===== config.mk =====
export PLATFORM = sky130hd
export DESIGN_NAME = ook_remote_frame_encoder
export DESIGN_NICKNAME = d
export VERILOG_FILES = /design/src/ooke_pkg.sv /design/src/ooke_cfg.sv /design/src/ooke_seq.sv /design/src/ooke_obuf.sv /design/src/ook_remote_frame_encoder.sv
export SDC_FILE = /design/constraint.sdc
export NUM_CORES = 1
export LEC_CHECK = 0
export BUFFER_PORTS_ARGS = -buffer_cell sky130_fd_sc_hd__buf_4
export CORE_ASPECT_RATIO = 2
export CORE_MARGIN = 3
export CORE_UTILIZATION = 60
export CTS_CLUSTER_DIAMETER = 30
export DETAILED_ROUTE_END_ITERATION = 6
export GPL_TIMING_DRIVEN = 0
export PLACE_DENSITY_LB_ADDON = 0.3
export SYNTH_ARGS = -nofsm -noshare
export SYNTH_HDL_FRONTEND = slang
export SYNTH_SLANG_ARGS = --single-unit

===== constraint.sdc =====
create_clock -name clk -period 12.7 [get_ports clk]
set_clock_uncertainty 0.05 [all_clocks]
set_input_delay 3.81 -clock clk [delete_from_list [all_inputs] [get_ports clk]]
set_output_delay 3.81 -clock clk [all_outputs]
set_load 0.005 [all_outputs]

===== src/ooke_pkg.sv =====
// Package for the OOK remote frame encoder: types, constants and register indexes.
`timescale 1ns / 1ps
package ooke_pkg;

    // Key bits sent per frame, most significant first.
    localparam int KEY_BITS = 32;

    localparam int UNIT_W  = 16;
    localparam int KEY_W   = 32;
    localparam int POS_W   = 6;
    localparam int UCNT_W  = 7;
    localparam int CFG_AW  = 2;
    localparam int CFG_DW  = 32;

    localparam logic [UNIT_W-1:0] UNIT_TICKS_RST = 16'd270;
    localparam logic [KEY_W-1:0]  KEY_ONE_RST    = 32'hC0C0_C0C0;
    localparam logic [KEY_W-1:0]  KEY_TWO_RST    = 32'hA0A0_A0A0;
    localparam logic [KEY_W-1:0]  KEY_THREE_RST  = 32'hB0B0_B0B0;

    // Segment lengths in units
    localparam logic [UCNT_W-1:0] SYNC_H_UNITS = 7'd4;
    localparam logic [UCNT_W-1:0] SYNC_L_UNITS = 7'd124;
    localparam logic [UCNT_W-1:0] LONG_UNITS   = 7'd3;
    localparam logic [UCNT_W-1:0] SHORT_UNITS  = 7'd1;

    localparam logic [POS_W-1:0] START_POS = POS_W'(KEY_BITS - 1);

    typedef enum logic [CFG_AW-1:0] {
        REG_UNIT_TICKS = 2'd0,
        REG_KEY_ONE    = 2'd1,
        REG_KEY_TWO    = 2'd2,
        REG_KEY_THREE  = 2'd3
    } reg_idx_t;

    typedef enum logic [1:0] {
        BTN_NONE  = 2'd0,
        BTN_ONE   = 2'd1,
        BTN_TWO   = 2'd2,
        BTN_THREE = 2'd3
    } button_t;

    typedef enum logic [2:0] {
        PH_IDLE   = 3'd0,
        PH_SYNC_H = 3'd1,
        PH_SYNC_L = 3'd2,
        PH_BIT_H  = 3'd3,
        PH_BIT_L  = 3'd4
    } phase_t;

    typedef struct packed {
        logic [UNIT_W-1:0] unit_ticks;
        logic [KEY_W-1:0]  key_one;
        logic [KEY_W-1:0]  key_two;
        logic [KEY_W-1:0]  key_three;
    } cfg_t;

    typedef struct packed {
        logic frame_done;
        logic busy_res;
        logic line_level;
    } res_t;

endpackage


===== src/ooke_cfg.sv =====
// Configuration register file: tick unit and the three key codes.
`timescale 1ns / 1ps
module ooke_cfg
    import ooke_pkg::*;
(
    input  logic              clk,
    input  logic              rst_n,
    input  logic              cfg_we,
    input  logic [CFG_AW-1:0] cfg_addr,
    input  logic [CFG_DW-1:0] cfg_data,
    output cfg_t              cfg
);

    cfg_t cfg_reg;

    always_ff @(posedge clk or negedge rst_n)
    begin
        if (!rst_n)
        begin
            cfg_reg.unit_ticks <= UNIT_TICKS_RST;
            cfg_reg.key_one    <= KEY_ONE_RST;
            cfg_reg.key_two    <= KEY_TWO_RST;
            cfg_reg.key_three  <= KEY_THREE_RST;
        end
        else if (cfg_we)
        begin
            case (reg_idx_t'(cfg_addr))
                REG_UNIT_TICKS: cfg_reg.unit_ticks <= cfg_data[UNIT_W-1:0];
                REG_KEY_ONE:    cfg_reg.key_one    <= cfg_data[KEY_W-1:0];
                REG_KEY_TWO:    cfg_reg.key_two    <= cfg_data[KEY_W-1:0];
                REG_KEY_THREE:  cfg_reg.key_three  <= cfg_data[KEY_W-1:0];
                default: ;
            endcase
        end
    end

    assign cfg = cfg_reg;

endmodule


===== src/ooke_seq.sv =====
// Frame sequencer: phase, bit, unit and tick counters plus the pending press slot.
`timescale 1ns / 1ps
module ooke_seq
    import ooke_pkg::*;
#(
    parameter int KEY_LEN = KEY_BITS
)
(
    input  logic       clk,
    input  logic       rst_n,
    input  cfg_t       cfg,
    input  logic       req_take,
    input  logic       action,
    input  logic [1:0] button,
    output res_t       res
);

    localparam logic [POS_W-1:0] FIRST_POS = POS_W'(KEY_LEN - 1);

    phase_t              phase_reg, phase_next;
    logic [POS_W-1:0]    pos_reg, pos_next;
    logic [UCNT_W-1:0]   ucnt_reg, ucnt_next;
    logic [UNIT_W-1:0]   tcnt_reg, tcnt_next;
    logic [KEY_W-1:0]    shift_reg, shift_next;
    button_t             pend_reg, pend_next;

    logic                busy_now;
    logic                cur_bit;
    logic [UNIT_W-1:0]   limit;
    logic [UNIT_W-1:0]   tcnt_inc;
    logic [UCNT_W-1:0]   ucnt_inc;
    logic [UCNT_W-1:0]   seg_units;
    logic                done;
    button_t             start_btn;
    logic                start;

    always_ff @(posedge clk or negedge rst_n)
    begin
        if (!rst_n)
        begin
            phase_reg <= PH_IDLE;
            pos_reg   <= '0;
            ucnt_reg  <= '0;
            tcnt_reg  <= '0;
            shift_reg <= '0;
            pend_reg  <= BTN_NONE;
        end
        else if (req_take)
        begin
            phase_reg <= phase_next;
            pos_reg   <= pos_next;
            ucnt_reg  <= ucnt_next;
            tcnt_reg  <= tcnt_next;
            shift_reg <= shift_next;
            pend_reg  <= pend_next;
        end
    end

    always_comb
    begin
        busy_now  = (phase_reg == PH_SYNC_H) || (phase_reg == PH_SYNC_L) ||
                    (phase_reg == PH_BIT_H)  || (phase_reg == PH_BIT_L);
        // positions above bit 31 send zero
        cur_bit   = (pos_reg[POS_W-1] == 1'b0) && shift_reg[pos_reg[POS_W-2:0]];
        limit     = (cfg.unit_ticks == '0) ? UNIT_W'(1) : cfg.unit_ticks;
        tcnt_inc  = tcnt_reg + UNIT_W'(1);
        ucnt_inc  = ucnt_reg + UCNT_W'(1);

        case (phase_reg)
            PH_SYNC_H: seg_units = SYNC_H_UNITS;
            PH_SYNC_L: seg_units = SYNC_L_UNITS;
            PH_BIT_H:  seg_units = cur_bit ? LONG_UNITS : SHORT_UNITS;
            default:   seg_units = cur_bit ? SHORT_UNITS : LONG_UNITS;
        endcase

        phase_next = busy_now ? phase_reg : PH_IDLE;
        pos_next   = pos_reg;
        ucnt_next  = ucnt_reg;
        tcnt_next  = tcnt_reg;
        shift_next = shift_reg;
        pend_next  = pend_reg;
        done       = 1'b0;
        start      = 1'b0;
        start_btn  = button_t'(button);

        if (action)
        begin
            if (button_t'(button) != BTN_NONE)
            begin
                if (busy_now)
                begin
                    pend_next = button_t'(button);
                end
                else
                begin
                    pend_next = BTN_NONE;
                    start     = 1'b1;
                end
            end
        end
        else if (busy_now)
        begin
            if ((tcnt_inc < limit) && (tcnt_inc != '0))
            begin
                tcnt_next = tcnt_inc;
            end
            else
            begin
                tcnt_next = '0;
                if (ucnt_inc < seg_units)
                begin
                    ucnt_next = ucnt_inc;
                end
                else
                begin
                    ucnt_next = '0;
                    case (phase_reg)
                        PH_SYNC_H: phase_next = PH_SYNC_L;
                        PH_SYNC_L: phase_next = PH_BIT_H;
                        PH_BIT_H:  phase_next = PH_BIT_L;
                        default:
                        begin
                            if (pos_reg == '0)
                            begin
                                phase_next = PH_IDLE;
                                done       = 1'b1;
                            end
                            else
                            begin
                                pos_next   = pos_reg - POS_W'(1);
                                phase_next = PH_BIT_H;
                            end
                        end
                    endcase
                end
            end
        end
        else if (pend_reg != BTN_NONE)
        begin
            start     = 1'b1;
            start_btn = pend_reg;
            pend_next = BTN_NONE;
        end

        if (start)
        begin
            case (start_btn)
                BTN_ONE: shift_next = cfg.key_one;
                BTN_TWO: shift_next = cfg.key_two;
                default: shift_next = cfg.key_three;
            endcase
            phase_next = PH_SYNC_H;
            pos_next   = FIRST_POS;
            ucnt_next  = '0;
            tcnt_next  = '0;
        end

        res.line_level = (phase_next == PH_SYNC_H) || (phase_next == PH_BIT_H);
        res.busy_res   = (phase_next == PH_SYNC_H) || (phase_next == PH_SYNC_L) ||
                         (phase_next == PH_BIT_H)  || (phase_next == PH_BIT_L);
        res.frame_done = done;
    end

endmodule


===== src/ooke_obuf.sv =====
// Output register: holds one result until the downstream side takes it.
`timescale 1ns / 1ps
module ooke_obuf
    import ooke_pkg::*;
(
    input  logic       clk,
    input  logic       rst_n,
    input  logic       res_load,
    input  res_t       res,
    output logic       load_ok,
    output logic       m_tvalid,
    input  logic       m_tready,
    output logic [7:0] m_tdata,
    output logic       m_tlast
);

    logic valid_reg;
    res_t res_reg;

    // a new result may enter when the slot is empty or drains this cycle
    assign load_ok = !valid_reg || m_tready;

    always_ff @(posedge clk or negedge rst_n)
    begin
        if (!rst_n)
        begin
            valid_reg <= 1'b0;
        end
        else if (load_ok)
        begin
            valid_reg <= res_load;
        end
    end

    always_ff @(posedge clk)
    begin
        if (res_load && load_ok)
        begin
            res_reg <= res;
        end
    end

    assign m_tvalid = valid_reg;
    assign m_tdata  = {6'b0, res_reg.busy_res, res_reg.line_level};
    assign m_tlast  = res_reg.frame_done;

endmodule


===== src/ook_remote_frame_encoder.sv =====
// Top level of the OOK remote frame encoder.
//
//  channel   | signals                               | contents
//  ----------+---------------------------------------+------------------------------------
//  input     | s_tvalid s_tready s_tdata s_tuser     | tuser: action; tdata: button
//  output    | m_tvalid m_tready m_tdata m_tlast     | tdata: line_level, busy_res; tlast: frame_done
//  config    | cfg_we cfg_addr cfg_data              | 0 unit_ticks, 1..3 key codes
//
// One request per clock while the output is not stalled; its result is registered and appears on the next cycle.
// Throughput is one item per cycle, limited only by the single output register.
// rst_n (async) restores default config and idles the sequencer with nothing pending.
// A stalled output holds its result; input is taken again once it drains.
`timescale 1ns / 1ps
module ook_remote_frame_encoder
    import ooke_pkg::*;
#(
    parameter int KEY_LEN = KEY_BITS
)
(
    input  logic              clk,
    input  logic              rst_n,
    input  logic              s_tvalid,
    output logic              s_tready,
    input  logic [7:0]        s_tdata,   // [1:0] button
    input  logic              s_tuser,   // [0] action
    output logic              m_tvalid,
    input  logic              m_tready,
    output logic [7:0]        m_tdata,   // [0] line_level, [1] busy_res
    output logic              m_tlast,
    input  logic              cfg_we,
    input  logic [CFG_AW-1:0] cfg_addr,
    input  logic [CFG_DW-1:0] cfg_data
);

    cfg_t cfg;
    res_t res;
    logic load_ok;
    logic req_take;

    assign s_tready = load_ok;
    assign req_take = s_tvalid && load_ok;

    ooke_cfg u_cfg (
        .clk      (clk),
        .rst_n    (rst_n),
        .cfg_we   (cfg_we),
        .cfg_addr (cfg_addr),
        .cfg_data (cfg_data),
        .cfg      (cfg)
    );

    ooke_seq #(
        .KEY_LEN  (KEY_LEN)
    ) u_seq (
        .clk      (clk),
        .rst_n    (rst_n),
        .cfg      (cfg),
        .req_take (req_take),
        .action   (s_tuser),
        .button   (s_tdata[1:0]),
        .res      (res)
    );

    ooke_obuf u_obuf (
        .clk      (clk),
        .rst_n    (rst_n),
        .res_load (req_take),
        .res      (res),
        .load_ok  (load_ok),
        .m_tvalid (m_tvalid),
        .m_tready (m_tready),
        .m_tdata  (m_tdata),
        .m_tlast  (m_tlast)
    );

endmodule

After elaboration in Yosys (flattened, before gate mapping)
Cells that the tools add are included.

cells by class
  add/subtract/negate cells = 3
  order comparisons = 3
  eq/ne operators = 20
  multiplexer cells = 45
  bitwise gates (word level) = 2
  reductions and logical operators = 32

operators with widths
  cell                                                                    count
  16-bit 2-to-1 mux                                                       5
  32-bit case mux with 2 select lines                                     1
  6-bit 2-to-1 mux                                                        7
  7-bit 2-to-1 mux                                                        5
  2-bit 2-to-1 mux                                                        11
  7-bit case mux with 3 select lines                                      1
  3-bit 2-to-1 mux                                                        6
  16-bit by 1-bit adder with 16-bit output (second input constant)        1
  16-bit zero test                                                        1
  16-bit less-than comparator                                             1
  16-bit nonzero test                                                     1
  3-bit by 2-bit equality test with 1-bit output (second input constant)  4
  2-bit by 1-bit != test with 1-bit output (second input constant)        6
  2-bit AND reduction                                                     5
  3-bit case mux with 3 select lines                                      1
  1-bit logical OR                                                        8
  4-bit AND reduction                                                     2
  2-bit nonzero test                                                      4
  7-bit by 1-bit adder with 7-bit output (second input constant)          1
  7-bit less-than comparator                                              1
  1-bit 2-to-1 mux                                                        7
  7-bit AND reduction                                                     1
  7-bit OR reduction                                                      1
  2-bit equality test (second input constant)                             3
  14 further kinds                                                        21

word-level totals
  register bits after elaboration = 182
  input port bits = 48
  output and inout bits = 11
  logic and storage cells = 119

Depth between registers and ports, before layout
  depth in word-level cells = 15
  gate-level depth with buffers = 16
  mapped depth without buffers = 15

By module
Synthesis repeated with hierarchy kept, for this count alone.

unflattened totals
  cell total of the unflattened synthesis = 847
  area total of the unflattened synthesis = 9339.0 sq um

modules (own cells, without submodules)
  module                    instances  cells an instance  area an instance (sq um)
  ooke_seq                  1          594                4941.0
  ooke_cfg                  1          238                4199.0
  ooke_obuf                 1          14                 192.7
  ook_remote_frame_encoder  1          1                  6.3

Least setup slack after synthesis
Ideal clock, no wire load.

  path type = input to output
  from = input m_tready
  to = output s_tready
  arrival time = 3.963 ns
  required time = 8.840 ns
  path slack = 4.877 ns
  cell stages on the path = 1
  cells stage by stage = nand2b_1

on the way
  cells in the longest elaborated chain, start to end = 1

ends and longest elaborated chain
  what              line                            text
  start, declared   ook_remote_frame_encoder.sv:27  input logic m_tready,
  1-bit logical OR  ooke_obuf.sv:21                 assign load_ok = !valid_reg || m_tready;
  end, declared     ook_remote_frame_encoder.sv:23  output logic s_tready,

No other way between the ends.

Worst setup path after layout
Same ends and word-level chain as after synthesis.

==> flow_metrics.tcl <==
set metrics [dict create \
    use_met2_pct 48.63 \
    dr.pass1.iters 7 \
    rows 64 \
    leakage_nw 4.595 \
    vias 7138 \
    avgRoutedWirePerCell_um 18.41 \
    synth_compound_area_share_pct 12.88 \
    yosysWarnings 0 \
    synth_cell_types 63 \
    clk_pin_slew_ps 70 \
    synth_seq_cells 182 \
    start_util_pct 61.22 \
    synthAdderAreaFrac_pct 3.608 \
    post_cts_buffers 0 \
    endpoint "s_tready" \
    tightest_slew_ps 878.3 \
    drt_iter0_markers 395 \
    grt_usage_pct 27.33 \
    setup_viol 0 \
    finalCritPeriodShare_pct 63.56 \
    ys_seq_area_share_pct 49.23 \
    cpMostUsedCell "buf_4" \
    reg2reg_slack_ps 7800 \
    yosys.area_share.simple_pct 13.55 \
    crit_path_max_fanout 3 \
    fp.dieArea_um2 17230 \
    clk_latency_ps 440 \
    core_um2 15290 \
    cts_buffers 17 \
    post-dp-hpwl_um 15780 \
    die_h_um 182.7 \
    synth_xor_area_share_pct 1.871 \
    hold_violations 0 \
    port_buffers 46 \
    required_ps 8840 \
    area_growth_pct 13.79 \
    antenna_found_initial 0 \
    layout_common_cells "dfrtp_1, nand2_1, mux2_2" \
    hp-class "flop to flop" \
    nets 1043 \
    ir_drop_mv 0.1277 \
    grt-ovfl-total 0 \
    ctsResizeCount 0 \
    crit_chain "buf_4 -> nand2b_1 -> buf_4" \
    layout-drive-gt1-share_pct 24.87 \
    synth_edf_count 3 \
    place.gp.congestion 0.9045 \
    status "finished, final reports clean" \
    cts_tree "done" \
    cts_htree_levels 4 \
    worst_setup_path_end_kind "output pin" \
    ys_async_sr_fraction_pct 98.35 \
    synth_area_leaders "dfrtp_1, mux2_2, dfstp_2" \
    antenna-diode-count 0 \
    rr_startpoint "u_seq.pos_reg[0]" \
    max_freq_mhz 123.9 \
    maxCapViolCount 0 \
    drv_slew 0 \
    met3_usage_pct 4.208 \
    critPathBufInv 2 \
    grt_busiest_layer "met2" \
    cpPeakStageDelay_ps 150 \
    largest_register_ffs 112 \
    synth.top_cell.area_share_pct 39.28 \
    grt_max_degree 97 \
    final_common_cell "dfrtp_1" \
    ioPinCount 59 \
    synth-main-ff-cell "dfrtp_1" \
    use_met1_pct 30.25 \
    timing.final.ws_setup_ps 4628 \
    grt_pass1_wl_um 36500 \
    startpoint_type "input pin" \
    cts-root-buf "clkbuf_16" \
    r2r_cells 16 \
    fin_tns_setup_ps 0 \
    slew_headroom_pct 40.99 \
    critPathKind "input pin to output pin" \
    synth_top_area_cell "dfrtp_1" \
    muxShareOfSynthArea_pct 15.10 \
    cellPowerDensity_nw_per_um2 160.9 \
    cts_num_sinks 182 \
    die_w_um 94.34 \
    ant_nets 0 \
    cp_slowest_cell "nand2b_1" \
    drc 0 \
    cp-startpoint "m_tready" \
    crit_arrival_ps 4210 \
    cts_buffer_depth 2 \
    regToRegEndpoint "u_obuf.m_tdata[1]" \
    synth_top_family_by_area "multiplexers" \
    critical_path_depth 3 \
    place_ws_ps 4629 \
    cts_hold_buf 0 \
    synthCells 897 \
    syn_area_per_cell_um2 10.44 \
    layout_min_cycle_time_ps 8072 \
    drt_wl_total_um 21700 \
    netlist_area_um2 9364 \
    rsz0062_at_grt "false" \
    grt_pass1_vias 7402 \
    vias_per_cell 6.054 \
    path_delay_family "buffers and inverters" \
]
[cell usage after synthesis (6+ instances only)]
master	count
dfrtp_1	147
nand2_1	107
mux2_2	98
o21ai_0	77
nor2_1	68
a21oi_1	46
clkbuf_1	40
a22oi_1	33
dfstp_2	32
ha_1	27
inv_1	23
nand3_1	19
mux4_2	10
nor3_1	10
o31ai_1	10
xnor2_1	10
xor2_1	10
nand2b_1	9
nor4_1	9
nand4_1	8
buf_1	7
mux2i_1	7
buf_4	6
[per-layer routing]
metal,vias to the layer above,wire length [um]
met3,75,714
met4,0,1144
li1,3334,-
met1,3556,7885
met2,173,11960
met5,-,0
[how the worst min path moves through the flow]
stage                         from                   to  cells past startpoint
2_1_floorplan  u_seq.shift_reg[10]  u_seq.shift_reg[10]                      2
6_report       u_seq.shift_reg[19]  u_seq.shift_reg[19]                      2
3_5_place_dp   u_seq.shift_reg[19]  u_seq.shift_reg[19]                      2
3_3_place_gp   u_seq.shift_reg[19]  u_seq.shift_reg[19]                      2
5_1_grt         u_seq.shift_reg[6]   u_seq.shift_reg[6]                      2
4_1_cts        u_seq.shift_reg[19]  u_seq.shift_reg[19]                      2
[logic make-up after synthesis]
group                      after synthesis
DFF                                    182
buffers and inverters                   83
xor gates and xnor gates                20
AOI/OAI and AO/OA                      199
and+or+nand+nor                        269
other                                    1
adders and majority gates               27
muxes                                  116
[layout make-up]
type,count,area (um^2)
buffer,60,262.8
inverter,23,86.33
multi-input combinational,637,4424
clock inverter,11,172.7
timing repair buffer,47,380.4
clock buffer,21,471.7
tap,198,247.7
fill,1190,4639
sequential,182,4609
[tightest hold or removal path: cells and delay by family, from the launching register on]
family          cells  cell delay, ps
compound gates      1              60
flops               1             340
simple gates        1              40
[stage by stage]
step	std cells	utilization [%]	hold slack, ps	area (um^2)	power, mW
floorplan	902	-	394.6	9383	1.029
global placement	1146	65.22	406.3	9976	1.126
detailed placement	1147	65.45	415.2	10010	1.147
CTS	1179	69.67	430.7	10660	1.723
global route	1179	69.67	454.3	10660	1.809
finish	1179	69.67	426.5	10660	1.715
[power by group]
group / total (mW) / leakage [nW] / switching, mW / internal, mW
combinational: 0.354 / 2.10 / 0.182 / 0.172
sequential: 0.786 / 2.19 / 0.0760 / 0.710
clock: 0.575 / 0.301 / 0.228 / 0.347
(Power assumes the default switching activity.)
